`config.mk`:
```
export PLATFORM = sky130hd
export DESIGN_NAME = http_response_header_parser_top
export DESIGN_NICKNAME = d
export VERILOG_FILES = /design/src/hw/rtl/hrhp_pkg.sv /design/src/hw/rtl/hrhp_front.sv /design/src/hw/rtl/hrhp_queue.sv /design/src/hw/rtl/hrhp_back.sv /design/src/hw/rtl/http_response_header_parser_top.sv
export VERILOG_INCLUDE_DIRS = /design/src /design/src/hw/rtl
export SDC_FILE = /design/constraint.sdc
export NUM_CORES = 1
export LEC_CHECK = 0
export ABC_AREA = 1
export BUFFER_PORTS_ARGS = -buffer_cell sky130_fd_sc_hd__buf_2
export CAP_MARGIN = 30
export CORE_MARGIN = 1.5
export CORE_UTILIZATION = 41
export CTS_CLUSTER_DIAMETER = 200
export DETAILED_ROUTE_END_ITERATION = 8
export GPL_TIMING_DRIVEN = 0
export HOLD_SLACK_MARGIN = 0.15
export MAX_ROUTING_LAYER = met4
export SLEW_MARGIN = 20
export SYNTH_ARGS = -nofsm -noshare
export SYNTH_HDL_FRONTEND = slang
export SYNTH_SLANG_ARGS = --single-unit
```
`constraint.sdc`:
```
create_clock -name clk -period 7.35 [get_ports clk]
set_clock_uncertainty 0.05 [all_clocks]
set_input_delay 1.1025 -clock clk [delete_from_list [all_inputs] [get_ports clk]]
set_output_delay 1.1025 -clock clk [all_outputs]
set_load 0.005 [all_outputs]
```
`src/hw/rtl/http_response_header_parser_top_assert.svh`:
```
// Assertion macros for the response header parser.
`ifndef HTTP_RESPONSE_HEADER_PARSER_TOP_ASSERT_SVH
`define HTTP_RESPONSE_HEADER_PARSER_TOP_ASSERT_SVH

// Same-cycle implication, sampled on clk, held off while rst_n is low.
`define HRHP_ASSERT_IMP(lbl, ante, cons, msg) \
    lbl: assert property (@(posedge clk) disable iff (!rst_n) (ante) |-> (cons)) \
        else $error(msg);

// Next-cycle implication, sampled on clk, held off while rst_n is low.
`define HRHP_ASSERT_NXT(lbl, ante, cons, msg) \
    lbl: assert property (@(posedge clk) disable iff (!rst_n) (ante) |=> (cons)) \
        else $error(msg);

`endif

```
`src/hw/rtl/hrhp_pkg.sv`:
```
package hrhp_pkg;

    localparam int BYTE_W      = 8;
    localparam int REQ_W       = 2;
    localparam int HDR_LIMIT_W = 14;
    localparam int STATUS_W    = 3;
    localparam int BODY_LEFT_W = 32;

    localparam int IN_TDATA_W  = 8;
    localparam int IN_TUSER_W  = 2;
    localparam int OUT_TDATA_W = 48;
    localparam int OUT_TUSER_W = 4;
    localparam int OUT_PAD_W   = OUT_TDATA_W - BYTE_W - BODY_LEFT_W - 1;

    localparam int CFG_ADDR_W = 1;
    localparam int CFG_DATA_W = 14;
    localparam logic [CFG_ADDR_W-1:0] CFG_HEADER_LIMIT   = 1'd0;
    localparam logic [CFG_ADDR_W-1:0] CFG_FORWARD_HEADER = 1'd1;
    localparam logic [HDR_LIMIT_W-1:0] HEADER_LIMIT_RESET = 14'd8192;

    localparam logic [REQ_W-1:0] REQ_DATA        = 2'd0;
    localparam logic [REQ_W-1:0] REQ_PEER_CLOSED = 2'd1;
    localparam logic [REQ_W-1:0] REQ_START       = 2'd2;

    localparam logic [STATUS_W-1:0] ST_HEADER = 3'd0;
    localparam logic [STATUS_W-1:0] ST_BODY   = 3'd1;
    localparam logic [STATUS_W-1:0] ST_DONE   = 3'd2;
    localparam logic [STATUS_W-1:0] ST_ERROR  = 3'd3;
    localparam logic [STATUS_W-1:0] ST_CLOSED = 3'd4;

    localparam logic [BYTE_W-1:0] CHAR_TAB     = 8'h09;
    localparam logic [BYTE_W-1:0] CHAR_LF      = 8'h0a;
    localparam logic [BYTE_W-1:0] CHAR_VT      = 8'h0b;
    localparam logic [BYTE_W-1:0] CHAR_FF      = 8'h0c;
    localparam logic [BYTE_W-1:0] CHAR_CR      = 8'h0d;
    localparam logic [BYTE_W-1:0] CHAR_SPACE   = 8'h20;
    localparam logic [BYTE_W-1:0] CHAR_PLUS    = 8'h2b;
    localparam logic [BYTE_W-1:0] CHAR_MINUS   = 8'h2d;
    localparam logic [BYTE_W-1:0] CHAR_ZERO    = 8'h30;
    localparam logic [BYTE_W-1:0] CHAR_NINE    = 8'h39;
    localparam logic [BYTE_W-1:0] CHAR_COLON   = 8'h3a;
    localparam logic [BYTE_W-1:0] CHAR_UPPER_A = 8'h41;
    localparam logic [BYTE_W-1:0] CHAR_UPPER_C = 8'h43;
    localparam logic [BYTE_W-1:0] CHAR_UPPER_Z = 8'h5a;
    localparam logic [BYTE_W-1:0] CASE_OFFSET  = 8'h20;

    localparam int KEY_LEN_CHARS  = 14;
    localparam int KEY_CONN_CHARS = 10;
    localparam int CLOSE_CHARS    = 5;
    localparam logic [KEY_LEN_CHARS*BYTE_W-1:0]  KEY_LEN_TEXT  = "content-length";
    localparam logic [KEY_CONN_CHARS*BYTE_W-1:0] KEY_CONN_TEXT = "connection";
    localparam logic [CLOSE_CHARS*BYTE_W-1:0]    CLOSE_TEXT    = "close";
    localparam logic [2:0] CLOSE_FAIL = 3'd7;

    localparam int QUEUE_DEPTH = 4;
    localparam int QUEUE_AW    = 2;
    localparam int QUEUE_CNT_W = 3;

    typedef enum logic [1:0] {
        PH_HEADER,
        PH_BODY,
        PH_DONE,
        PH_CLOSED
    } phase_t;

    typedef enum logic [2:0] {
        LP_LEAD,
        LP_NAME,
        LP_TRAIL,
        LP_VLEAD,
        LP_SIGN,
        LP_DIGITS,
        LP_SKIP
    } line_phase_t;

    typedef enum logic [1:0] {
        KIND_NONE,
        KIND_LEN,
        KIND_CONN
    } line_kind_t;

    // One input transaction after classification.
    typedef struct packed {
        logic [REQ_W-1:0]  req;
        logic [BYTE_W-1:0] chr;
        logic [BYTE_W-1:0] lc;
        logic [3:0]        digit;
        logic              is_blank;
        logic              is_cr;
        logic              is_lf;
        logic              is_colon;
        logic              is_digit;
        logic              is_len_space;
        logic              is_plus;
        logic              is_minus;
    } byte_class_t;

    function automatic byte_class_t classify(logic [REQ_W-1:0] req, logic [BYTE_W-1:0] chr);
        byte_class_t k;
        k.req          = req;
        k.chr          = chr;
        k.lc           = (chr >= CHAR_UPPER_A && chr <= CHAR_UPPER_Z) ? chr + CASE_OFFSET : chr;
        k.is_digit     = (chr >= CHAR_ZERO && chr <= CHAR_NINE);
        k.digit        = k.is_digit ? 4'(chr - CHAR_ZERO) : 4'd0;
        k.is_blank     = (chr == CHAR_SPACE) || (chr == CHAR_TAB);
        k.is_cr        = (chr == CHAR_CR);
        k.is_lf        = (chr == CHAR_LF);
        k.is_colon     = (chr == CHAR_COLON);
        k.is_len_space = k.is_blank || k.is_cr || k.is_lf || (chr == CHAR_VT) || (chr == CHAR_FF);
        k.is_plus      = (chr == CHAR_PLUS);
        k.is_minus     = (chr == CHAR_MINUS);
        return k;
    endfunction

    function automatic logic [BYTE_W-1:0] key_len_char(logic [3:0] pos);
        logic [BYTE_W-1:0] c;
        c = '0;
        if (int'(pos) < KEY_LEN_CHARS)
        begin
            c = KEY_LEN_TEXT[(KEY_LEN_CHARS - 1 - int'(pos)) * BYTE_W +: BYTE_W];
        end
        return c;
    endfunction

    function automatic logic [BYTE_W-1:0] key_conn_char(logic [3:0] pos);
        logic [BYTE_W-1:0] c;
        c = '0;
        if (int'(pos) < KEY_CONN_CHARS)
        begin
            c = KEY_CONN_TEXT[(KEY_CONN_CHARS - 1 - int'(pos)) * BYTE_W +: BYTE_W];
        end
        return c;
    endfunction

    function automatic logic [BYTE_W-1:0] close_char(logic [2:0] pos);
        logic [BYTE_W-1:0] c;
        c = '0;
        if (int'(pos) < CLOSE_CHARS)
        begin
            c = CLOSE_TEXT[(CLOSE_CHARS - 1 - int'(pos)) * BYTE_W +: BYTE_W];
        end
        return c;
    endfunction

endpackage

```
`src/hw/rtl/hrhp_front.sv`:
```
module hrhp_front (
    input  logic                               s_tvalid,
    output logic                               s_tready,
    input  logic [hrhp_pkg::IN_TDATA_W-1:0]    s_tdata,   // [7:0] rx_byte
    input  logic [hrhp_pkg::IN_TUSER_W-1:0]    s_tuser,   // [1:0] req_kind
    input  logic                               q_full,
    output logic                               push,
    output hrhp_pkg::byte_class_t              push_data
);
    import hrhp_pkg::*;

    // Take a transaction whenever the queue has room; classify on the way in.
    assign s_tready  = !q_full;
    assign push      = s_tvalid && !q_full;
    assign push_data = classify(s_tuser, s_tdata);

endmodule

```
`src/hw/rtl/hrhp_queue.sv`:
```
module hrhp_queue (
    input  logic                  clk,
    input  logic                  rst_n,
    input  logic                  push,
    input  hrhp_pkg::byte_class_t push_data,
    output logic                  full,
    output logic                  empty,
    input  logic                  pop,
    output hrhp_pkg::byte_class_t pop_data
);
    import hrhp_pkg::*;

    byte_class_t              slot_reg [QUEUE_DEPTH];
    logic [QUEUE_AW-1:0]      wr_ptr_reg;
    logic [QUEUE_AW-1:0]      rd_ptr_reg;
    logic [QUEUE_CNT_W-1:0]   count_reg;
    logic [QUEUE_CNT_W-1:0]   count_next;
    logic                     do_push;
    logic                     do_pop;

    assign full     = (count_reg == QUEUE_CNT_W'(QUEUE_DEPTH));
    assign empty    = (count_reg == '0);
    assign do_push  = push && !full;
    assign do_pop   = pop && !empty;
    assign pop_data = slot_reg[rd_ptr_reg];

    always_comb
    begin
        count_next = count_reg;
        if (do_push && !do_pop)
        begin
            count_next = count_reg + QUEUE_CNT_W'(1);
        end
        else if (do_pop && !do_push)
        begin
            count_next = count_reg - QUEUE_CNT_W'(1);
        end
    end

    always_ff @(posedge clk or negedge rst_n)
    begin
        if (!rst_n)
        begin
            wr_ptr_reg <= '0;
            rd_ptr_reg <= '0;
            count_reg  <= '0;
        end
        else
        begin
            count_reg <= count_next;
            if (do_push)
            begin
                wr_ptr_reg <= wr_ptr_reg + QUEUE_AW'(1);
            end
            if (do_pop)
            begin
                rd_ptr_reg <= rd_ptr_reg + QUEUE_AW'(1);
            end
        end
    end

    always_ff @(posedge clk)
    begin
        if (do_push)
        begin
            slot_reg[wr_ptr_reg] <= push_data;
        end
    end

endmodule

```
`src/hw/rtl/hrhp_back.sv`:
```
module hrhp_back #(
    parameter int MAX_HEADER  = 8192,
    parameter int LENGTH_BITS = 32
) (
    input  logic                                clk,
    input  logic                                rst_n,
    input  logic                                cfg_we,
    input  logic [hrhp_pkg::CFG_ADDR_W-1:0]     cfg_addr,
    input  logic [hrhp_pkg::CFG_DATA_W-1:0]     cfg_data,
    input  logic                                q_valid,
    input  hrhp_pkg::byte_class_t               q_data,
    output logic                                q_pop,
    output logic                                m_tvalid,
    input  logic                                m_tready,
    output logic [hrhp_pkg::OUT_TDATA_W-1:0]    m_tdata,
    output logic [hrhp_pkg::OUT_TUSER_W-1:0]    m_tuser
);
    import hrhp_pkg::*;

    localparam int CNT_W = $clog2(MAX_HEADER + 1);
    localparam int CMP_W = (CNT_W > HDR_LIMIT_W) ? CNT_W : HDR_LIMIT_W;
    localparam int ACC_W = LENGTH_BITS + 4;
    localparam logic [CMP_W-1:0] MAX_HEADER_C = CMP_W'(MAX_HEADER);
    localparam byte_class_t CR_CLASS = classify(REQ_DATA, CHAR_CR);

    typedef struct packed {
        line_phase_t            lp;
        logic [3:0]             pos;
        logic [1:0]             cand;
        line_kind_t             kind;
        logic [LENGTH_BITS-1:0] accum;
        logic                   neg;
        logic [2:0]             cpos;
    } line_t;

    function automatic line_t line_init();
        line_t r;
        r.lp    = LP_LEAD;
        r.pos   = '0;
        r.cand  = 2'b11;
        r.kind  = KIND_NONE;
        r.accum = '0;
        r.neg   = 1'b0;
        r.cpos  = '0;
        return r;
    endfunction

    function automatic line_t name_char(line_t s, byte_class_t k);
        line_t r;
        r = s;
        if (int'(s.pos) < KEY_LEN_CHARS)
        begin
            if (key_len_char(s.pos) != k.lc)
            begin
                r.cand[0] = 1'b0;
            end
            if (int'(s.pos) >= KEY_CONN_CHARS || key_conn_char(s.pos) != k.lc)
            begin
                r.cand[1] = 1'b0;
            end
            r.pos = s.pos + 4'd1;
        end
        else
        begin
            r.cand = 2'b00;
        end
        return r;
    endfunction

    function automatic line_t to_value(line_t s);
        line_t r;
        r      = s;
        r.kind = KIND_NONE;
        if (s.cand[0] && int'(s.pos) == KEY_LEN_CHARS)
        begin
            r.kind = KIND_LEN;
        end
        else if (s.cand[1] && int'(s.pos) == KEY_CONN_CHARS)
        begin
            r.kind = KIND_CONN;
        end
        r.lp    = LP_VLEAD;
        r.accum = '0;
        r.neg   = 1'b0;
        r.cpos  = '0;
        return r;
    endfunction

    // Times ten plus digit; saturate when the product spills past LENGTH_BITS.
    function automatic logic [LENGTH_BITS-1:0] add_digit(logic [LENGTH_BITS-1:0] acc,
                                                         logic [3:0] d);
        logic [ACC_W-1:0] p;
        logic [LENGTH_BITS-1:0] r;
        p = (ACC_W'(acc) << 3) + (ACC_W'(acc) << 1) + ACC_W'(d);
        if (p[ACC_W-1 -: 4] != 4'd0)
        begin
            r = '1;
        end
        else
        begin
            r = p[LENGTH_BITS-1:0];
        end
        return r;
    endfunction

    function automatic logic [2:0] match_close(logic [2:0] cpos, logic [BYTE_W-1:0] chr);
        logic [2:0] r;
        if (int'(cpos) >= CLOSE_CHARS)
        begin
            r = CLOSE_FAIL;
        end
        else if (chr == close_char(cpos) || (cpos == 3'd0 && chr == CHAR_UPPER_C))
        begin
            r = cpos + 3'd1;
        end
        else
        begin
            r = CLOSE_FAIL;
        end
        return r;
    endfunction

    function automatic line_t feed(line_t s, byte_class_t k);
        line_t r;
        r = s;
        unique case (s.lp)
            LP_LEAD:
            begin
                if (k.is_colon)
                begin
                    r = to_value(s);
                end
                else if (!k.is_blank)
                begin
                    r    = name_char(s, k);
                    r.lp = LP_NAME;
                end
            end
            LP_NAME:
            begin
                if (k.is_blank)
                begin
                    r.lp = LP_TRAIL;
                end
                else if (k.is_colon)
                begin
                    r = to_value(s);
                end
                else
                begin
                    r = name_char(s, k);
                end
            end
            LP_TRAIL:
            begin
                if (k.is_colon)
                begin
                    r = to_value(s);
                end
                else if (!k.is_blank)
                begin
                    r.cand = 2'b00;
                    r.lp   = LP_NAME;
                end
            end
            LP_VLEAD:
            begin
                if (s.kind == KIND_LEN)
                begin
                    if (!k.is_len_space)
                    begin
                        if (k.is_plus)
                        begin
                            r.lp = LP_SIGN;
                        end
                        else if (k.is_minus)
                        begin
                            r.neg = 1'b1;
                            r.lp  = LP_SIGN;
                        end
                        else if (k.is_digit)
                        begin
                            r.accum = add_digit(s.accum, k.digit);
                            r.lp    = LP_DIGITS;
                        end
                        else
                        begin
                            r.lp = LP_SKIP;
                        end
                    end
                end
                else if (s.kind == KIND_CONN)
                begin
                    if (!k.is_blank)
                    begin
                        r.lp   = LP_DIGITS;
                        r.cpos = match_close(s.cpos, k.chr);
                    end
                end
                else
                begin
                    r.lp = LP_SKIP;
                end
            end
            LP_SIGN:
            begin
                if (k.is_digit)
                begin
                    r.accum = add_digit(s.accum, k.digit);
                    r.lp    = LP_DIGITS;
                end
                else
                begin
                    r.lp = LP_SKIP;
                end
            end
            LP_DIGITS:
            begin
                if (s.kind == KIND_LEN)
                begin
                    if (k.is_digit)
                    begin
                        r.accum = add_digit(s.accum, k.digit);
                    end
                    else
                    begin
                        r.lp = LP_SKIP;
                    end
                end
                else
                begin
                    r.cpos = match_close(s.cpos, k.chr);
                end
            end
            default:
            begin
                r = s;
            end
        endcase
        return r;
    endfunction

    logic [HDR_LIMIT_W-1:0]   header_limit_reg;
    logic                     forward_header_reg;

    phase_t                   phase_reg;
    phase_t                   phase_next;
    logic [1:0]               term_reg;
    logic [1:0]               term_next;
    logic [CNT_W-1:0]         count_reg;
    logic [CNT_W-1:0]         count_next;
    line_t                    line_reg;
    line_t                    line_next;
    line_t                    line_cr;
    logic                     seen_reg;
    logic                     seen_next;
    logic [LENGTH_BITS-1:0]   remaining_reg;
    logic [LENGTH_BITS-1:0]   remaining_next;
    logic                     close_reg;
    logic                     close_next;
    logic                     error_reg;
    logic                     error_next;

    logic [CMP_W-1:0]         limit_ext;
    logic                     over_limit;
    logic                     byte_valid;
    logic [BYTE_W-1:0]        byte_out;
    logic [STATUS_W-1:0]      status_next;

    logic                     m_tvalid_reg;
    logic [OUT_TDATA_W-1:0]   tdata_reg;
    logic [OUT_TUSER_W-1:0]   tuser_reg;

    assign q_pop    = q_valid && (!m_tvalid_reg || m_tready);
    assign m_tvalid = m_tvalid_reg;
    assign m_tdata  = tdata_reg;
    assign m_tuser  = tuser_reg;

    assign limit_ext  = (CMP_W'(header_limit_reg) < MAX_HEADER_C) ?
                        CMP_W'(header_limit_reg) : MAX_HEADER_C;
    assign over_limit = (CMP_W'(count_reg) >= limit_ext);

    always_comb
    begin
        phase_next     = phase_reg;
        term_next      = term_reg;
        count_next     = count_reg;
        line_next      = line_reg;
        seen_next      = seen_reg;
        remaining_next = remaining_reg;
        close_next     = close_reg;
        error_next     = error_reg;
        byte_valid     = 1'b0;
        byte_out       = '0;
        line_cr        = feed(line_reg, CR_CLASS);

        priority if (q_data.req == REQ_START)
        begin
            phase_next     = PH_HEADER;
            term_next      = '0;
            count_next     = '0;
            line_next      = line_init();
            seen_next      = 1'b0;
            remaining_next = '0;
            close_next     = 1'b0;
            error_next     = 1'b0;
        end
        else if (q_data.req == REQ_PEER_CLOSED)
        begin
            phase_next = PH_CLOSED;
        end
        else if (q_data.req == REQ_DATA && phase_reg != PH_CLOSED && !error_reg)
        begin
            if (phase_reg == PH_HEADER)
            begin
                if (over_limit)
                begin
                    error_next = 1'b1;
                end
                else
                begin
                    count_next = count_reg + CNT_W'(1);
                    if (forward_header_reg)
                    begin
                        byte_valid = 1'b1;
                        byte_out   = q_data.chr;
                    end
                    if (term_reg[0])
                    begin
                        // A CR is pending: LF ends the line, anything else makes it text.
                        if (q_data.is_lf)
                        begin
                            if (line_reg.kind == KIND_LEN && line_reg.lp >= LP_VLEAD)
                            begin
                                if (line_reg.neg && line_reg.accum != '0)
                                begin
                                    seen_next      = 1'b0;
                                    remaining_next = '0;
                                end
                                else
                                begin
                                    seen_next      = 1'b1;
                                    remaining_next = line_reg.accum;
                                end
                            end
                            else if (line_reg.kind == KIND_CONN &&
                                     int'(line_reg.cpos) == CLOSE_CHARS)
                            begin
                                close_next = 1'b1;
                            end
                            line_next = line_init();
                            if (term_reg == 2'd3)
                            begin
                                term_next = '0;
                                if (!seen_next)
                                begin
                                    error_next = 1'b1;
                                end
                                else
                                begin
                                    phase_next = (remaining_next == '0) ? PH_DONE : PH_BODY;
                                end
                            end
                            else
                            begin
                                term_next = 2'd2;
                            end
                        end
                        else if (q_data.is_cr)
                        begin
                            term_next = 2'd1;
                            line_next = line_cr;
                        end
                        else
                        begin
                            term_next = '0;
                            line_next = feed(line_cr, q_data);
                        end
                    end
                    else if (q_data.is_cr)
                    begin
                        term_next = term_reg + 2'd1;
                    end
                    else
                    begin
                        term_next = '0;
                        line_next = feed(line_reg, q_data);
                    end
                end
            end
            else if (phase_reg == PH_BODY)
            begin
                byte_valid = 1'b1;
                byte_out   = q_data.chr;
                if (remaining_reg != '0)
                begin
                    remaining_next = remaining_reg - LENGTH_BITS'(1);
                end
                if (remaining_next == '0)
                begin
                    phase_next = PH_DONE;
                end
            end
        end
        else
        begin
            // Unused request kind, or a data byte while closed or in error: hold state.
        end

        priority if (phase_next == PH_CLOSED)
        begin
            status_next = ST_CLOSED;
        end
        else if (error_next)
        begin
            status_next = ST_ERROR;
        end
        else
        begin
            unique case (phase_next)
                PH_HEADER: status_next = ST_HEADER;
                PH_BODY:   status_next = ST_BODY;
                default:   status_next = ST_DONE;
            endcase
        end
    end

    always_ff @(posedge clk or negedge rst_n)
    begin
        if (!rst_n)
        begin
            header_limit_reg   <= HEADER_LIMIT_RESET;
            forward_header_reg <= 1'b1;
        end
        else if (cfg_we)
        begin
            unique case (cfg_addr)
                CFG_HEADER_LIMIT:   header_limit_reg   <= cfg_data[HDR_LIMIT_W-1:0];
                CFG_FORWARD_HEADER: forward_header_reg <= cfg_data[0];
            endcase
        end
    end

    always_ff @(posedge clk or negedge rst_n)
    begin
        if (!rst_n)
        begin
            phase_reg     <= PH_HEADER;
            term_reg      <= '0;
            count_reg     <= '0;
            line_reg      <= line_init();
            seen_reg      <= 1'b0;
            remaining_reg <= '0;
            close_reg     <= 1'b0;
            error_reg     <= 1'b0;
            m_tvalid_reg  <= 1'b0;
        end
        else
        begin
            if (q_pop)
            begin
                phase_reg     <= phase_next;
                term_reg      <= term_next;
                count_reg     <= count_next;
                line_reg      <= line_next;
                seen_reg      <= seen_next;
                remaining_reg <= remaining_next;
                close_reg     <= close_next;
                error_reg     <= error_next;
                m_tvalid_reg  <= 1'b1;
            end
            else if (m_tready)
            begin
                m_tvalid_reg <= 1'b0;
            end
        end
    end

    always_ff @(posedge clk)
    begin
        if (q_pop)
        begin
            tdata_reg <= {OUT_PAD_W'(0), close_next, BODY_LEFT_W'(remaining_next), byte_out};
            tuser_reg <= {byte_valid, status_next};
        end
    end

endmodule

```
`src/hw/rtl/http_response_header_parser_top.sv`:
```
// HTTP response header parser. Feed the response one byte per transaction on the s_ side
// (the request kind in s_tuser: data byte, peer closed, or start of a new response) and
// take one result transaction on the m_ side for every input transaction, in order. Header
// bytes are counted against header_limit (and never more than MAX_HEADER), split into
// lines at CR LF, and the header ends at CR LF CR LF; a content-length line is decoded in
// decimal (saturating at 2^LENGTH_BITS - 1) and a connection line of close or Close raises
// close_after. With a length the block counts body bytes down to completion; without one
// the response is an error. Error and peer-closed are sticky until the next start. Header
// bytes are forwarded when forward_header is set, body bytes always. Throughput is one
// transaction per clock, sustained, while the output side is not stalling: the front end
// classifies each byte as it is taken, a four-entry queue decouples it from the parser,
// and the parser updates its few state registers for each transaction straight into the
// output register. An accepted input transaction is written into the queue, and its
// result is then registered into the output register, to be taken when the output side
// is not stalling; while the output stalls, up to four more transactions are taken
// before s_tready drops. There is no clearing pass after reset. Write the configuration
// registers only while the block is idle.
module http_response_header_parser_top #(
    parameter int MAX_HEADER  = 8192,
    parameter int LENGTH_BITS = 32
) (
    input  logic                               clk,
    input  logic                               rst_n,

    // configuration: index 0 header_limit, index 1 forward_header
    input  logic                               cfg_we,
    input  logic [hrhp_pkg::CFG_ADDR_W-1:0]    cfg_addr,
    input  logic [hrhp_pkg::CFG_DATA_W-1:0]    cfg_data,

    input  logic                               s_tvalid,
    output logic                               s_tready,
    input  logic [hrhp_pkg::IN_TDATA_W-1:0]    s_tdata,   // [7:0] rx_byte
    input  logic [hrhp_pkg::IN_TUSER_W-1:0]    s_tuser,   // [1:0] req_kind

    output logic                               m_tvalid,
    input  logic                               m_tready,
    // [7:0] out_byte, [39:8] body_left, [40] close_after, [47:41] zero
    output logic [hrhp_pkg::OUT_TDATA_W-1:0]   m_tdata,
    // [2:0] status, [3] out_valid
    output logic [hrhp_pkg::OUT_TUSER_W-1:0]   m_tuser
);
    import hrhp_pkg::*;

    logic        push;
    byte_class_t push_data;
    logic        q_full;
    logic        q_empty;
    logic        q_pop;
    byte_class_t q_data;

    // Front end: hold s_tready high while the queue has room, classify each byte.
    hrhp_front u_front (
        .s_tvalid  (s_tvalid),
        .s_tready  (s_tready),
        .s_tdata   (s_tdata),
        .s_tuser   (s_tuser),
        .q_full    (q_full),
        .push      (push),
        .push_data (push_data)
    );

    // Short queue: lets the front keep taking bytes while the output stalls.
    hrhp_queue u_queue (
        .clk       (clk),
        .rst_n     (rst_n),
        .push      (push),
        .push_data (push_data),
        .full      (q_full),
        .empty     (q_empty),
        .pop       (q_pop),
        .pop_data  (q_data)
    );

    // Back end: the header and body parser plus the output register.
    hrhp_back #(
        .MAX_HEADER  (MAX_HEADER),
        .LENGTH_BITS (LENGTH_BITS)
    ) u_back (
        .clk      (clk),
        .rst_n    (rst_n),
        .cfg_we   (cfg_we),
        .cfg_addr (cfg_addr),
        .cfg_data (cfg_data),
        .q_valid  (!q_empty),
        .q_data   (q_data),
        .q_pop    (q_pop),
        .m_tvalid (m_tvalid),
        .m_tready (m_tready),
        .m_tdata  (m_tdata),
        .m_tuser  (m_tuser)
    );

`include "http_response_header_parser_top_assert.svh"

    // An accepted transaction into an empty queue must be waiting there next cycle.
    `HRHP_ASSERT_NXT(a_accept_lands, s_tvalid && s_tready && q_empty, !q_empty, "accepted transaction lost before the queue")
    // A result without a forwarded byte carries a zero byte.
    `HRHP_ASSERT_IMP(a_idle_byte_zero, m_tvalid && !m_tuser[3], m_tdata[7:0] == 8'd0, "out_byte not zero while out_valid is low")
    // Nothing is forwarded once the peer has closed.
    `HRHP_ASSERT_IMP(a_no_byte_closed, m_tvalid && m_tuser[3], m_tuser[2:0] != ST_CLOSED, "byte forwarded with status peer closed")

endmodule
```
==> impl_metrics.toml <==
[synthesis]
synth_cell_types = 70
yosys_register_bits = 268
postSynthAreaPerCell_um2 = 6.83
synth_enable_flop_cells = 145
synthFlopType = "edfxtp_1"
asyncSetResetFlopFracSynth_pct = 45.9
synth_top_area_share_pct = 20.1
yosys.area.top_type = "edfxtp_1"
syn_inst = 3170
yosysSeqAreaShare_pct = 34.4
syn_area_um2 = 21600
synth_area_leaders = "edfxtp_1 (20%), nand2_1 (17%), dfrtp_1 (14%)"
yosys_warnings = 0

[cts]
tritoncts.num_buffers = 31
ctsHtreeMaxLevel = 1
cts_hold_repair.buffers = 0
sinks_on_clock_net = 268
path_clk_slew_ns = 0.07
cts_root_buf = "clkbuf_16"
post_cts.repair.setup_buffers = 0
ctsResizeCount = 0
tritoncts_clock_tree = "built"
clock_insertion_delay_at_the_later_pin_of_the_skew_report_ns = 0.61
cts.path.max_buffers = 3

[power_and_ir_drop]
reported_leakage_power_nw = 11.7
total_power_consumption_of_the_routed_design_mw = 11.3
p_clk_share_pct = 15.4
power.sequential.fraction_pct = 21.4
switching_share_pct = 54.0
comb_power_share_pct = 63.2
vdd_drop_max_mv = 0.252
intPower_mw = 5.20
netSwitchingPower_mw = 6.11
power_per_cell_area_nw_per_um2 = 466

[worst_setup_path]
critPathSlowestCell = "clkbuf_1"
critPathMaxStageDelay_ns = 0.44
cp_top_delay_family = "simple AND/OR/NAND/NOR gates"
crit_fanout = 10
rr_startpoint = "u_queue.rd_ptr_reg[0]"
end_of_the_worst_register_to_register_path = "u_back.line_reg[13]"
crit_required_ns = 7.80
critPathKind = "reg -> reg"
r2r_setup_slack_ns = 1.53
critical_path.n_buffers_inverters = 6
timing.critical_path.from_type = "flop"
critical_path.endpoint_type = "flop"
r2r_cells = 32
most_prevalent_standard_cell_on_the_critical_path = "nand2_1"
worst-endpoint-arrival_ns = 6.27

[drt]
drtAntennaViolNets = 0
drt_wl_total_mm = 76.8
route.top_layer_used = "met4"
post-route-drc-count = 0
wl_per_cell_um = 19.2
wl_met3_mm = 3.88
vias = 22115
firstDrtPassIters = 6
drt-vias-per-instance = 5.52
drt-initial-drc-count = 1912
met1_length_mm = 34.2
amount_of_wire_on_met2_after_detailed_routing_mm = 36.0

[global_routing]
global_route.overflow_total = 0
grt_start_max_net_pins = 86
first_global_vias = 20331
antenna_violations_before_repair = 0
global_route_wire_length_before_repair_mm = 116
groute.usage.overall_pct = 28.5

[floorplan]
initial_utilization_pct = 41.4
die_footprint_um2 = 54200
boundaryPins = 84
die_w_um = 233
die_height_um = 233
rows = 84
floorplan.core_area_um2 = 52300

[final_layout]
layout.core_utilization_pct = 46.3
diodes = 0
fin_cells = 4003
finalNetCount = 3425
syn_to_final_growth_pct = 12.1
drive_gt1_share_pct = 8.57
largest_register_ff_count = 100

[timing]
hold_viol = 0
finalSetupTns_ns = 0
grt_setup_unrepaired = "no"
worst_slew_margin_rel_pct = 30.1
timing.final.crit_share_pct = 79.2
worst_pin_slew_ns = 1.04
setup_violations = 0
fmax_ghz = 0.172
worst_hold_slack_ns = 0.319
clock_period_minus_final_worst_setup_slack_ns = 5.82
timing.final.max_slew_violations = 0

[run_status]
outcome = "finished, final reports clean"

[flow_run]
timing.max_cap.violations = 0

[place]
dpl.cell_count = 3946
hpwlAfterDp_mm = 59.9
buffer_ports.inserted = 76
gpl.final_weighted_congestion = 0.971

[hold_path]
hold_path_class = "in -> async"
cell usage after synthesis, types with 40 or more instances:
master / count
nand2_1: 974
inv_1: 337
nor2_1: 331
nand3_1: 293
o21ai_0: 203
edfxtp_1: 145
a21oi_1: 136
dfrtp_1: 119
ha_1: 101
clkbuf_1: 58
nand4_1: 51
xor2_1: 42
nor3_1: 40
area by class of cell:
cell class,instances,area (µm²)
plain buffers,129,648
clock buffers,33,783
clock inverters,24,360
fillers,5407,28100
inverters,360,1360
multi-input cells,2419,12300
flip-flops and latches,268,7440
well taps,688,861
repair buffers,82,548
through the flow:
stage / setup WS [ns] / cell area, µm²
final: 1.53 / 24300
after CTS: 1.49 / 24300
after global placement: 1.56 / 22900
after floorplan: 3.14 / 21700
after global routing: 0.991 / 24300
after detailed placement: 1.52 / 23100
worst max path at each step:
stage / startpoint / endpoint / slack, ns / depth (start not counted)
2_1_floorplan: u_queue.rd_ptr_reg[0] / u_back.line_reg[14] / 3.14 / 29
3_3_place_gp: u_queue.rd_ptr_reg[0] / u_back.line_reg[13] / 1.56 / 31
3_5_place_dp: u_queue.rd_ptr_reg[0] / u_back.line_reg[13] / 1.52 / 31
4_1_cts: u_queue.rd_ptr_reg[0] / u_back.line_reg[13] / 1.49 / 31
5_1_grt: u_queue.rd_ptr_reg[0] / u_back.line_reg[14] / 0.99 / 31
6_report: u_queue.rd_ptr_reg[0] / u_back.line_reg[13] / 1.53 / 32
kinds of logic (layout without fill, tap and decap cells):
family | after synthesis | count (layout) | synth area share (%)
xor+xnor | 48 | 48 | 1.94
other cells | 1 | 7 | 0.0173
buf+inv | 489 | 628 | 9.24
fa+ha+maj | 104 | 104 | 6.11
mux | 12 | 12 | 0.624
compound gates | 494 | 494 | 13.4
flops | 268 | 268 | 34.4
simple gates | 1754 | 1754 | 34.3
power groups by stage:
| stage | combinational, mW | sequential (mW) | clock (mW) |
|---|---|---|---|
| after floorplan | 4.77 | 2.36 | 0 |
| after global placement | 6.85 | 2.45 | 0 |
| after detailed placement | 7.00 | 2.44 | 0 |
| after CTS | 7.03 | 2.41 | 1.78 |
| after global routing | 7.88 | 2.46 | 1.83 |
| final | 7.15 | 2.42 | 1.75 |
layout by cell type (no fill, tap or decap), types with 6 or more instances in the layout:
cell	n
a21oi_1	136
a32oi_1	6
nand4_1	51
edfxtp_1	145
o2111ai_1	11
xnor2_1	6
xor2_1	42
conb_1	7
nor2_4	11
a31oi_1	9
buf_6	7
nand2_1	974
a22oi_1	13
nand3_1	293
dfrtp_1	119
buf_4	18
nor2_2	8
buf_2	107
ha_1	101
clkinv_1	8
o211ai_1	17
bufinv_16	8
nor4_1	14
clkbuf_1	59
buf_1	14
inv_1	337
nor3_1	40
o21ai_0	203
inv_2	14
nor2_1	327
o21a_1	6
clkinv_2	6
o22ai_1	16
o21ai_1	26
mux2_2	12
or2_2	8
clkbuf_16	31
a221oi_1	10
layer usage:
layer,track usage (%),vias up
met2,46.2,732
met3,2.19,142
met1,37.7,10468
li1,-,10773
met5,-,-
met4,9.50,0
(Power assumes the default switching activity.)
